--- src/rtl/assert_macros.svh ---
// assertion macros shared by the rtl modules
// each macro expects clk in scope, and WMDC_ASSERT also expects rst_n
`ifndef ASSERT_MACROS_SVH
`define ASSERT_MACROS_SVH
`ifndef NO_ASSERTIONS
`define WMDC_ASSERT(lbl, prop, msg) \
  lbl: assert property (@(posedge clk) disable iff (!rst_n) prop) else $error(msg);
`define WMDC_ASSERT_ALWAYS(lbl, prop, msg) \
  lbl: assert property (@(posedge clk) prop) else $error(msg);
`else
`define WMDC_ASSERT(lbl, prop, msg)
`define WMDC_ASSERT_ALWAYS(lbl, prop, msg)
`endif
`endif

--- src/rtl/wmdc_pkg.sv ---
`timescale 1ns / 1ps
// ----------------------------------------------------------------------------
// wmdc_pkg
// shared constants and controller/datapath types for the weighted median block
// ----------------------------------------------------------------------------
package wmdc_pkg;

  localparam int MAX_ITEMS_DEF   = 1024;
  localparam int VALUE_BITS_DEF  = 20;
  localparam int WEIGHT_BITS_DEF = 20;
  localparam int COST_W          = 50;

  typedef enum logic [1:0] {
    SCAN_TOTAL,
    SCAN_BELOW,
    SCAN_COST
  } scan_mode_t;

  typedef struct packed {
    logic       load;
    logic       clear_cnt;
    logic       start_scan;
    scan_mode_t mode;
    logic       set_target;
    logic       lat_cand;
    logic       judge;
    logic       next_j;
    logic       publish;
  } cmd_t;

  typedef struct packed {
    logic scan_busy;
    logic skip;
    logic j_done;
  } sts_t;

endpackage

--- src/rtl/wmdc_ctrl.sv ---
`timescale 1ns / 1ps
// ----------------------------------------------------------------------------
// wmdc_ctrl
// sequencer for load, total, median search, cost and result hand-off
// ----------------------------------------------------------------------------
`include "assert_macros.svh"
module wmdc_ctrl (
  input  logic           clk,
  input  logic           rst_n,
  input  logic           in_valid,
  input  logic           in_last,
  output logic           in_ready,
  output logic           out_valid,
  input  logic           out_ready,
  output wmdc_pkg::cmd_t cmd,
  input  wmdc_pkg::sts_t sts
);
  typedef enum logic [2:0] {
    S_LOAD,
    S_TOT_GO,
    S_TOT_WAIT,
    S_PICK_RD,
    S_PICK_LAT,
    S_PICK_SCAN,
    S_COST_WAIT,
    S_DONE
  } state_t;

  state_t state_r, state_nxt;
  logic   out_valid_r, out_valid_nxt;

  assign in_ready  = (state_r == S_LOAD);
  assign out_valid = out_valid_r;

  always_comb begin
    state_nxt = state_r;
    cmd       = '0;
    cmd.mode  = wmdc_pkg::SCAN_TOTAL;
    unique case (state_r)
      S_LOAD: begin
        if (in_valid) begin
          cmd.load = 1'b1;
          if (in_last) state_nxt = S_TOT_GO;
        end
      end
      S_TOT_GO: begin
        cmd.start_scan = 1'b1;
        cmd.mode       = wmdc_pkg::SCAN_TOTAL;
        state_nxt      = S_TOT_WAIT;
      end
      S_TOT_WAIT: begin
        if (!sts.scan_busy) begin
          cmd.set_target = 1'b1;
          state_nxt      = S_PICK_RD;
        end
      end
      S_PICK_RD: begin
        if (sts.j_done) begin
          cmd.start_scan = 1'b1;
          cmd.mode       = wmdc_pkg::SCAN_COST;
          state_nxt      = S_COST_WAIT;
        end else begin
          state_nxt = S_PICK_LAT;
        end
      end
      S_PICK_LAT: begin
        // candidate not below current median cannot improve it
        if (sts.skip) begin
          cmd.next_j = 1'b1;
          state_nxt  = S_PICK_RD;
        end else begin
          cmd.lat_cand   = 1'b1;
          cmd.start_scan = 1'b1;
          cmd.mode       = wmdc_pkg::SCAN_BELOW;
          state_nxt      = S_PICK_SCAN;
        end
      end
      S_PICK_SCAN: begin
        if (!sts.scan_busy) begin
          cmd.judge = 1'b1;
          state_nxt = S_PICK_RD;
        end
      end
      S_COST_WAIT: begin
        if (!sts.scan_busy) state_nxt = S_DONE;
      end
      S_DONE: begin
        if (!out_valid_r || out_ready) begin
          cmd.publish   = 1'b1;
          cmd.clear_cnt = 1'b1;
          state_nxt     = S_LOAD;
        end
      end
      default: state_nxt = S_LOAD;
    endcase
  end

  always_comb begin
    out_valid_nxt = out_valid_r;
    if (cmd.publish) out_valid_nxt = 1'b1;
    else if (out_ready) out_valid_nxt = 1'b0;
  end

  always_ff @(posedge clk) begin
    if (!rst_n) begin
      state_r     <= S_LOAD;
      out_valid_r <= 1'b0;
    end else begin
      state_r     <= state_nxt;
      out_valid_r <= out_valid_nxt;
    end
  end

  `WMDC_ASSERT(a_no_load_while_scan, sts.scan_busy |-> !in_ready, "input taken during scan")
  `WMDC_ASSERT(a_result_from_done, $rose(out_valid_r) |-> $past(state_r == S_DONE),
               "result raised outside done")
  `WMDC_ASSERT(a_judge_returns, (state_r == S_PICK_SCAN && !sts.scan_busy) |=>
               (state_r == S_PICK_RD), "median search step lost")
endmodule

--- config.mk ---
export PLATFORM = sky130hd
export DESIGN_NAME = wmdc_ctrl
export DESIGN_NICKNAME = d
export VERILOG_FILES = /design/src/rtl/wmdc_pkg.sv /design/src/rtl/wmdc_ctrl.sv
export VERILOG_INCLUDE_DIRS = /design/src /design/src/rtl
export SDC_FILE = /design/constraint.sdc
export NUM_CORES = 1
export LEC_CHECK = 0
export ABC_AREA = 1
export BUFFER_PORTS_ARGS = -buffer_cell sky130_fd_sc_hd__buf_2
export CORE_AREA = 2 2 39 41
export CTS_BUF_LIST = sky130_fd_sc_hd__clkbuf_16
export CTS_CLUSTER_SIZE = 10
export DETAILED_ROUTE_END_ITERATION = 10
export DIE_AREA = 0 0 41 43
export RECOVER_POWER = 50
export SLEW_MARGIN = 20
export SYNTH_ARGS = -nofsm -noshare
export SYNTH_HDL_FRONTEND = slang
export SYNTH_SLANG_ARGS = --single-unit
--- constraint.sdc ---
create_clock -name clk -period 3.41 [get_ports clk]
set_clock_uncertainty 0.15 [all_clocks]
set_input_delay 0.1705 -clock clk [delete_from_list [all_inputs] [get_ports clk]]
set_output_delay 0.1705 -clock clk [all_outputs]
set_load 0.01 [all_outputs]
==> reports/metrics.csv, run 1 <==
stage,metric,value,unit
place,place_congestion,0.750,
global_route,globalRoute.totalOverflow,0,
route,drt_iter0_drc,8,
worst_setup_path,cp-start-kind,flip-flop,
power,power_density,832,nW/um^2
cts,post-cts-setup-buffer-count,0,
global_route,grt_pass1_wl,1.40,mm
worst_setup_path,crit_cells,3,
die,ioPinCount,20,
worst_setup_path,r2r_cells,8,
min_path,hold_class,primary input to flip-flop,
cts,cts_tree,built,
cts,cts_buffers,3,
sta,fin_setup_tns,0,ps
worst_setup_path,path_class,flip-flop to primary output,
die,fp-row-count,14,
layout,drive_gt1_share,31.6,%
worst_setup_path,cp_slowest_stage_delay,460,ps
cts,clk_latency,220,ps
die,die_width,41,um
synth,ys_warn_count,0,
route,post_drt_wl_per_cell,9.02,um
worst_setup_path,cp.required,3090,ps
route,wl,830,um
sta,finalCritPeriodShare,47.2,%
route,ant_nets,0,
die,die_area,1760,um^2
die,start_util,27.2,%
global_route,globalRouteMet1Util,15.1,%
global_route,antenna_found_initial,0,
place,dp_hpwl,666,um
synth,syn_area_per_cell,6.49,um^2
layout,layout_commonest_cell,buf_2,
global_route,track_usage,11.6,%
power,vdd.ir_drop.worst,0.561,mV
run_status,status,"finished, final reports clean",
sta,drv_slew,0,
cts,clk_pin_slew_worst_paths,30,ps
die,coreArea,1380,um^2
route,vias_per_cell,4.58,
synth,yosysUniqueCellTypes,19,
route,drc,0,
cts,post_cts_resized,0,
die,fp.dieH,43,um
worst_setup_path,critPathBufInv,1,
synth,synthCells,58,
cts,root_buffer,clkbuf_16,
synth,yosysSeqAreaShare,21.3,%
synth,ys_ff_latch,4,
power,leakage,0.285,nW
worst_setup_path,worstPathCellList,nand2_1 > nor3_1 > buf_2,
worst_setup_path,path_delay_family,flip-flops,
global_route,grt_pass1_vias,350,
global_route,grt_use_met3,7.85,%
worst_setup_path,arrival,1290,ps
synth,post_synth_instance_area,377,um^2
synth,syn_nets,66,
global_route,grtUsageMet2,15.9,%
power,finalPower,0.000432,W
min_path,whs_path_depth,2,
layout,diodes,0,
sta,max_freq,621,MHz
route,firstDrtPassIters,4,
global_route,grt.busiest_layer,met2,
flow_run,drv_cap,0,
sta,timing.final.hold_violations,0,
cts,clock_path_buffers,2,
sta,finalSetupViolations,0,
worst_setup_path,worstPathMaxFanout,9,
cts,cts_hold_buffers,0,
worst_setup_path,cp_slowest_cell,dfxtp_1,
cts,cts_sinks,4,
cts,h-tree-depth,1,
layout,final_cell_mix,"17 x buf_2, 12 x nand3_1, 11 x inv_1, 11 x nand2_1",
sta,maxSlewHeadroom,81.5,%
layout,area_growth_syn_to_layout,37.9,%
sta,tightest_slew,277,ps
route,num_vias,421,
worst_setup_path,crit_path_end_kind,primary output,
sta,layout_min_cycle_time,1610,ps
layout,final_nets,86,
place,port_buffers,19,
global_route,grt_max_degree,10,
sta,rsz0062_at_grt,false,
## cells by family (layout without fill, tap and decap cells)
logic type	count (synthesis)	count (layout)	synth area share, %
flip-flops	4	4	21.3
AND/OR/NAND/NOR	34	34	49.5
AO/OA/AOI/OAI	5	5	8.31
buffers and inverters	15	33	20.9
## routing by layer
| layer | part of all wire [%] | up-vias |
|---|---|---|
| met5 | 0 | - |
| li1 | - | 222 |
| met3 | 10 | 0 |
| met4 | 0 | 0 |
| met2 | 43 | 16 |
| met1 | 47 | 183 |
## registers in the layout, indices dropped and copies added (netlist names)
signal / count
state_r: 3
out_valid: 1
## per-stage QoR
stage | area, um^2 | setup slack [ps] | std cells | hold slack, ps | util (%)
floorplan | 377 | 2200 | 58 | 138 | -
CTS | 529 | 1820 | 92 | 31.7 | 38.2
global placement | 454 | 2020 | 89 | 260 | 32.8
detailed placement | 454 | 2020 | 89 | 252 | 32.8
finish | 519 | 1800 | 92 | 28.8 | 37.5
global route | 519 | 1670 | 92 | 43.4 | 37.5
## power breakdown
part	internal (W)	switching, W	total [W]	leakage (nW)
Sequential	0.0000584	0.0000235	0.0000819	0.0326
Clock	0.000149	0.0000295	0.000179	0.0370
Combinational	0.0000638	0.000107	0.000171	0.216
Total	0.000272	0.000160	0.000432	0.285
## final cells by class
class / instances / area (um^2)
clock buffers: 3 / 75.1
fillers: 159 / 865
multi-input cells: 39 / 210
repair buffers: 19 / 92.6
well taps: 16 / 20.0
inverters: 11 / 41.3
flip-flops and latches: 4 / 80.1
## cell usage after synthesis
master,count,share of area (%)
a21oi_1,2,2.7
inv_1,9,9.0
nor2_2,3,5.0
buf_4,2,4.0
nor4_1,2,3.3
dfxtp_1,4,21
and3_1,1,1.7
nand2_4,1,3.0
nand4_4,1,5.6
buf_6,2,6.0
nor2_1,2,2.0
o21a_1,1,2.0
nand2_2,1,1.7
a21oi_2,1,2.3
inv_2,2,2.0
nand2_1,10,10
o21ai_0,1,1.3
nand3_1,12,16
nor3_1,1,1.3
## final timing paths
| check | from | to | slack, ps |
|---|---|---|---|
| setup / recovery | state_r[0] | cmd[0] | 1800 |
| hold / removal | rst_n | out_valid | 30 |
| setup reg to reg | state_r[0] | state_r[1] | 1920 |
| hold reg to reg | state_r[2] | state_r[2] | 410 |
No activity file was read; power rests on OpenSTA's default activity.
==> inputs of run 2 (changes only) <==
==> constraint.sdc (replaced) <==
create_clock -name clk -period 1.5 [get_ports clk]
set_clock_uncertainty 0.15 [all_clocks]
set_input_delay 0.075 -clock clk [delete_from_list [all_inputs] [get_ports clk]]
set_output_delay 0.075 -clock clk [all_outputs]
set_load 0.01 [all_outputs]
==> run 2 against run 1 <==
Hold slack better by 27 ps. Sequential share of layout area is 0.16 points higher. Cell area is 3.6% higher. Register-to-register slack worse by 1700 ps. Routed wire length is 6.1% higher. Combinational power is 140% higher. Clock power is 130% higher. Non-clock buffer count is 1 higher. Flip-flop and latch count stayed put. Largest power group unchanged. Highest routed layer unchanged.
==> reports/metrics.csv, run 2 (synthesis results as in run 1) <==
stage,metric,value,unit
layout,area_growth_syn_to_layout,42.9,%
min_path,hold_class,primary input to flip-flop,
sta,tightest_slew,221,ps
sta,finalSetupViolations,0,
power,seqPwrFrac,19.8,%
route,drc,0,
global_route,grt_max_degree,10,
sta,timing.final.hold_violations,0,
worst_setup_path,path_class,flip-flop to primary output,
cts,cts_tree,built,
route,ant_nets,0,
die,fp.dieH,43,um
place,port_buffers,19,
sta,drv_slew,0,
worst_setup_path,r2r_cells,8,
cts,cts_sinks,4,
cts,post-cts-setup-buffer-count,0,
route,firstDrtPassIters,3,
power,switchingPower,0.000381,W
worst_setup_path,worstPathMaxFanout,9,
global_route,antenna_found_initial,0,
worst_setup_path,crit_path_end,cmd[0],
place,dp_hpwl,697,um
cts,clock_path_buffers,2,
worst_setup_path,cp_slowest_stage_delay,410,ps
layout,multiInputGateArea,218,um^2
worst_setup_path,path_delay_family,flip-flops,
worst_setup_path,crit_path_end_kind,primary output,
worst_setup_path,r2r_end,state_r[0],
power,p_int,0.000629,W
worst_setup_path,cp_slowest_cell,dfxtp_2,
route,num_vias,421,
sta,fin_setup_tns,0,ps
layout,layout_commonest_cell,buf_2,
worst_setup_path,arrival,1160,ps
layout,diodes,0,
route,vias_per_cell,4.53,
power,pwr-share-clk,40.2,%
die,ioPinCount,20,
worst_setup_path,cp.required,1270,ps
layout,final_cell_mix,"15 x buf_2, 12 x nand3_1, 10 x nand2_1, 9 x inv_1, 4 x clkbuf_1",
flow_run,drv_cap,0,
sta,layout_min_cycle_time,1380,ps
die,die_area,1760,um^2
place,place_congestion,0.828,
worst_setup_path,rr_startpoint,state_r[1],
layout,fin_cells,93,
cts,clk_latency,220,ps
global_route,grt_pass1_vias,390,
route,wl,881,um
layout,register_area,83.8,um^2
power,power_density,1880,nW/um^2
route,post_drt_wl_per_cell,9.47,um
power,netSwitchingFraction,37.7,%
power,comb_power_share,40.1,%
worst_setup_path,crit_cells,3,
layout,final_nets,87,
worst_setup_path,worstSetupStartpoint,state_r[1],
layout,top_register,state_r,
worst_setup_path,cp-start-kind,flip-flop,
sta,finalCritPeriodShare,92.3,%
cts,root_buffer,clkbuf_16,
power,finalPower,0.00101,W
cts,h-tree-depth,1,
route,drt_iter0_drc,14,
layout,drive_gt1_share,39.0,%
die,start_util,27.2,%
place,dp_cells,89,
power,vdd.ir_drop.worst,0.903,mV
sta,max_freq,722,MHz
die,fp-row-count,14,
global_route,globalRoute.totalOverflow,0,
sta,rsz0062_at_grt,false,
layout,largest_reg_flops,3,
layout,final_util,38.9,%
worst_setup_path,worstPathCellList,nand2_2 > nor3_1 > buf_2,
global_route,grt_pass1_wl,1.54,mm
run_status,status,"finished, final reports clean",
layout,fillCellCount,150,
worst_setup_path,critPathBufInv,1,
global_route,track_usage,12.7,%
worst_setup_path,reg2reg_slack,220,ps
cts,clk_pin_slew_worst_paths,30,ps
sta,maxSlewHeadroom,85.1,%
power,leakage,0.284,nW
cts,cts_buffers,3,
die,die_width,41,um
die,coreArea,1380,um^2
run 2: worst min path at each step:
stage	start	end	depth (start not counted)
after detailed placement	rst_n	out_valid	2
after CTS	out_ready	out_valid	3
after global routing	out_ready	out_valid	3
after floorplan	rst_n	out_valid	1
after global placement	rst_n	out_valid	2
final	out_ready	out_valid	3
run 2: power by group through the flow:
stage	Combinational, W	Clock, W	Sequential (W)
after global routing	0.000453	0.000415	0.000207
after global placement	0.000409	0	0.000192
after CTS	0.000415	0.000410	0.000199
after detailed placement	0.000409	0	0.000194
final	0.000404	0.000405	0.000199
after floorplan	0.000392	0	0.000145
run 2: layout make-up:
class                      instances  share of cell area, %
multi-input combinational         39                   40.5
clock buffer                       3                   14.0
inverter                          11                   7.67
timing repair buffer              20                   18.6
sequential                         4                   15.6
tap                               16                   3.72
run 2: worst reg2reg max path, cell delays in order, from the launching register on:
cell and delay (ps):
dfxtp_2 410, nand2_2 130, nor2_2 120, nand2_1 60, nand2_1 70, inv_2 60, nand2_4 60, nand2_1 50
a21oi_1 110
run 2: repair_timing:
item / in CTS / in global routing
hold buffers: 1 / 0
hold endpoints to repair: 2 / 0
setup endpoints to repair: 2 / 5
gates resized for setup: 2 / 1
run 2: layer usage:
| layer | vias to the layer above | share of wire [%] | wire length [um] | global-route usage (%) |
|---|---|---|---|---|
| met1 | 186 | 47 | 416 | 14.8 |
| li1 | 223 | - | - | - |
| met2 | 12 | 47 | 410 | 20.3 |
| met4 | 0 | 0 | 0 | 4.00 |
| met3 | 0 | 6.1 | 54 | 4.71 |
| met5 | - | 0 | 0 | 0 |
run 2: through the flow:
stage / hold WS [ps] / setup slack, ps / instance area (um^2)
global placement: 157 / 118 / 454
finish: 55.8 / 115 / 538
CTS: 56.8 / 28.1 / 542
detailed placement: 162 / 97.8 / 454
global route: 73.3 / 5.70 / 538
floorplan: 42.5 / 299 / 377
==> inputs of run 3 (changes only) <==
==> constraint.sdc (replaced) <==
create_clock -name clk -period 1.5 [get_ports clk]
set_clock_uncertainty 0.15 [all_clocks]
set_input_delay 0.3 -clock clk [delete_from_list [all_inputs] [get_ports clk]]
set_output_delay 0.3 -clock clk [all_outputs]
set_load 0.01 [all_outputs]
==> run 3 against run 2 <==
First-iteration DRC count fell by 64%. Utilization rose by 4.2 points. Combinational power rose by 13%. Register-to-register slack improved by 20 ps. Worst setup slack got worse by 110 ps. Critical endpoint is now cmd[6]. Final cell count rose by 3.2%.
==> reports/metrics.csv, run 3 (synthesis results as in run 1) <==
stage,metric,value,unit
min_path,hold_class,primary input to flip-flop,
place,port_buffers,19,
layout,layout_commonest_cell,buf_2,
worst_setup_path,worstSetupStartpoint,state_r[0],
layout,diodes,0,
route,vias_per_cell,4.47,
worst_setup_path,worstPathCellList,buf_4 > nand3_1 > nor2_1 > buf_2,
global_route,globalRoute.totalOverflow,0,
sta,finalCritPeriodShare,99.6,%
layout,final_nets,90,
route,drt_iter0_drc,5,
cts,root_buffer,clkbuf_16,
flow_run,drv_cap,0,
sta,finalSetupViolations,0,
layout,fillCellCount,151,
worst_setup_path,arrival,1040,ps
layout,drive_gt1_share,53.8,%
worst_setup_path,r2r_end,state_r[2],
worst_setup_path,path_delay_family,flip-flops,
layout,area_growth_syn_to_layout,58.1,%
sta,layout_min_cycle_time,1490,ps
worst_setup_path,cp_slowest_stage_delay,390,ps
sta,timing.final.hold_violations,0,
sta,tightest_slew,203,ps
sta,drv_slew,0,
layout,register_area,91.3,um^2
die,fp-row-count,14,
global_route,grt_max_degree,10,
sta,holdWs,155,ps
worst_setup_path,rr_startpoint,state_r[0],
route,drc,0,
place,detailed_place.area,469,um^2
global_route,grt_pass1_wl,1.35,mm
global_route,grt_pass1_vias,357,
sta,rsz0062_at_grt,true,
global_route,antenna_found_initial,0,
sta,max_freq,669,MHz
route,ant_nets,0,
layout,multiInputGateArea,241,um^2
cts,clock_path_buffers,2,
worst_setup_path,r2r_cells,6,
layout,final_cell_area,596,um^2
place,place_congestion,0.705,
global_route,track_usage,11.2,%
cts,clk_pin_slew_worst_paths,30,ps
power,vdd.ir_drop.worst,0.503,mV
cts,cts_buffers,3,
layout,final_cell_mix,"18 x buf_2, 11 x nand3_1, 9 x nand2_1, 7 x inv_1, 4 x buf_4",
worst_setup_path,cp_slowest_cell,dfxtp_4,
die,die_area,1760,um^2
layout,largest_reg_flops,3,
worst_setup_path,worstPathMaxFanout,7,
power,power_density,1820,nW/um^2
route,wl,856,um
route,post_drt_wl_per_cell,8.92,um
route,num_vias,429,
layout,top_register,state_r,
cts,clk_latency,220,ps
die,fp.dieH,43,um
worst_setup_path,cp-start-kind,flip-flop,
cts,h-tree-depth,1,
worst_setup_path,crit_cells,4,
die,die_width,41,um
cts,cts_tree,built,
route,firstDrtPassIters,4,
power,leakage,0.313,nW
die,coreArea,1380,um^2
worst_setup_path,path_class,flip-flop to primary output,
worst_setup_path,reg2reg_slack,240,ps
worst_setup_path,critPathBufInv,2,
run_status,status,"finished, final reports clean",
power,finalPower,0.00108,W
place,dp_hpwl,654,um
sta,maxSlewHeadroom,86.3,%
worst_setup_path,cp.required,1050,ps
cts,cts_sinks,4,
worst_setup_path,crit_path_end,cmd[6],
die,ioPinCount,20,
worst_setup_path,crit_path_end_kind,primary output,
die,start_util,27.2,%
-- run 3: changes by cell type in the layout (fill, tap and decap cells not counted), moves of 2 or more --
cell,before,now
buf_2,15,18
buf_4,0,4
clkbuf_1,4,1
dfxtp_2,3,0
dfxtp_4,0,3
inv_1,9,7
-- run 3: worst min path at each step --
| stage | start | to | cells after the start |
|---|---|---|---|
| after floorplan | rst_n | out_valid | 1 |
| after global placement | rst_n | out_valid | 2 |
| after detailed placement | state_r[2] | state_r[2] | 2 |
| after CTS | rst_n | out_valid | 2 |
| after global routing | rst_n | out_valid | 2 |
| final | rst_n | out_valid | 2 |
-- run 3: report_power, final --
part,internal (W),switching (W)
Combinational,0.000192,0.000265
Sequential,0.000147,0.0000671
Clock,0.000340,0.0000709
-- run 3: repair_timing --
action | in CTS | in global routing
hold buffers | 0 | 0
pin swaps | 3 | 1
endpoints found under the setup margin | 11 | 11
gates resized for setup | 12 | 2
buffers inserted | 1 | 1
-- run 3: stage by stage --
step                cells  utilization, %  setup WS [ps]  TNS, ps
floorplan              58               -            163        0
global placement       91            33.9           47.4        0
detailed placement     91            33.9           46.2        0
CTS                    95            42.2          -8.69    -16.3
global route           96            43.0          -40.1     -290
finish                 96            43.0           5.95        0
-- run 3: cell type report --
cell class / instances / share of cell area (%)
flip-flops and latches: 4 / 15.3
well taps: 16 / 3.36
repair buffers: 23 / 20.8
inverters: 11 / 7.35
multi-input cells: 39 / 40.5
clock buffers: 3 / 12.6
-- run 3: layer usage --
layer  track usage, %  share of wire [%]
met5                0                  0
met4             8.00                2.2
met3             3.14                7.0
met2             15.9                 44
met1             13.8                 46
-- run 3: worst reg2reg max path, delay by kind of cell (launching register included) --
family                 cells  cell delay (ps)
flip-flops                 1              360
AO/OA/AOI/OAI              1              130
AND/OR/NAND/NOR            4              390
buffers and inverters      1              140
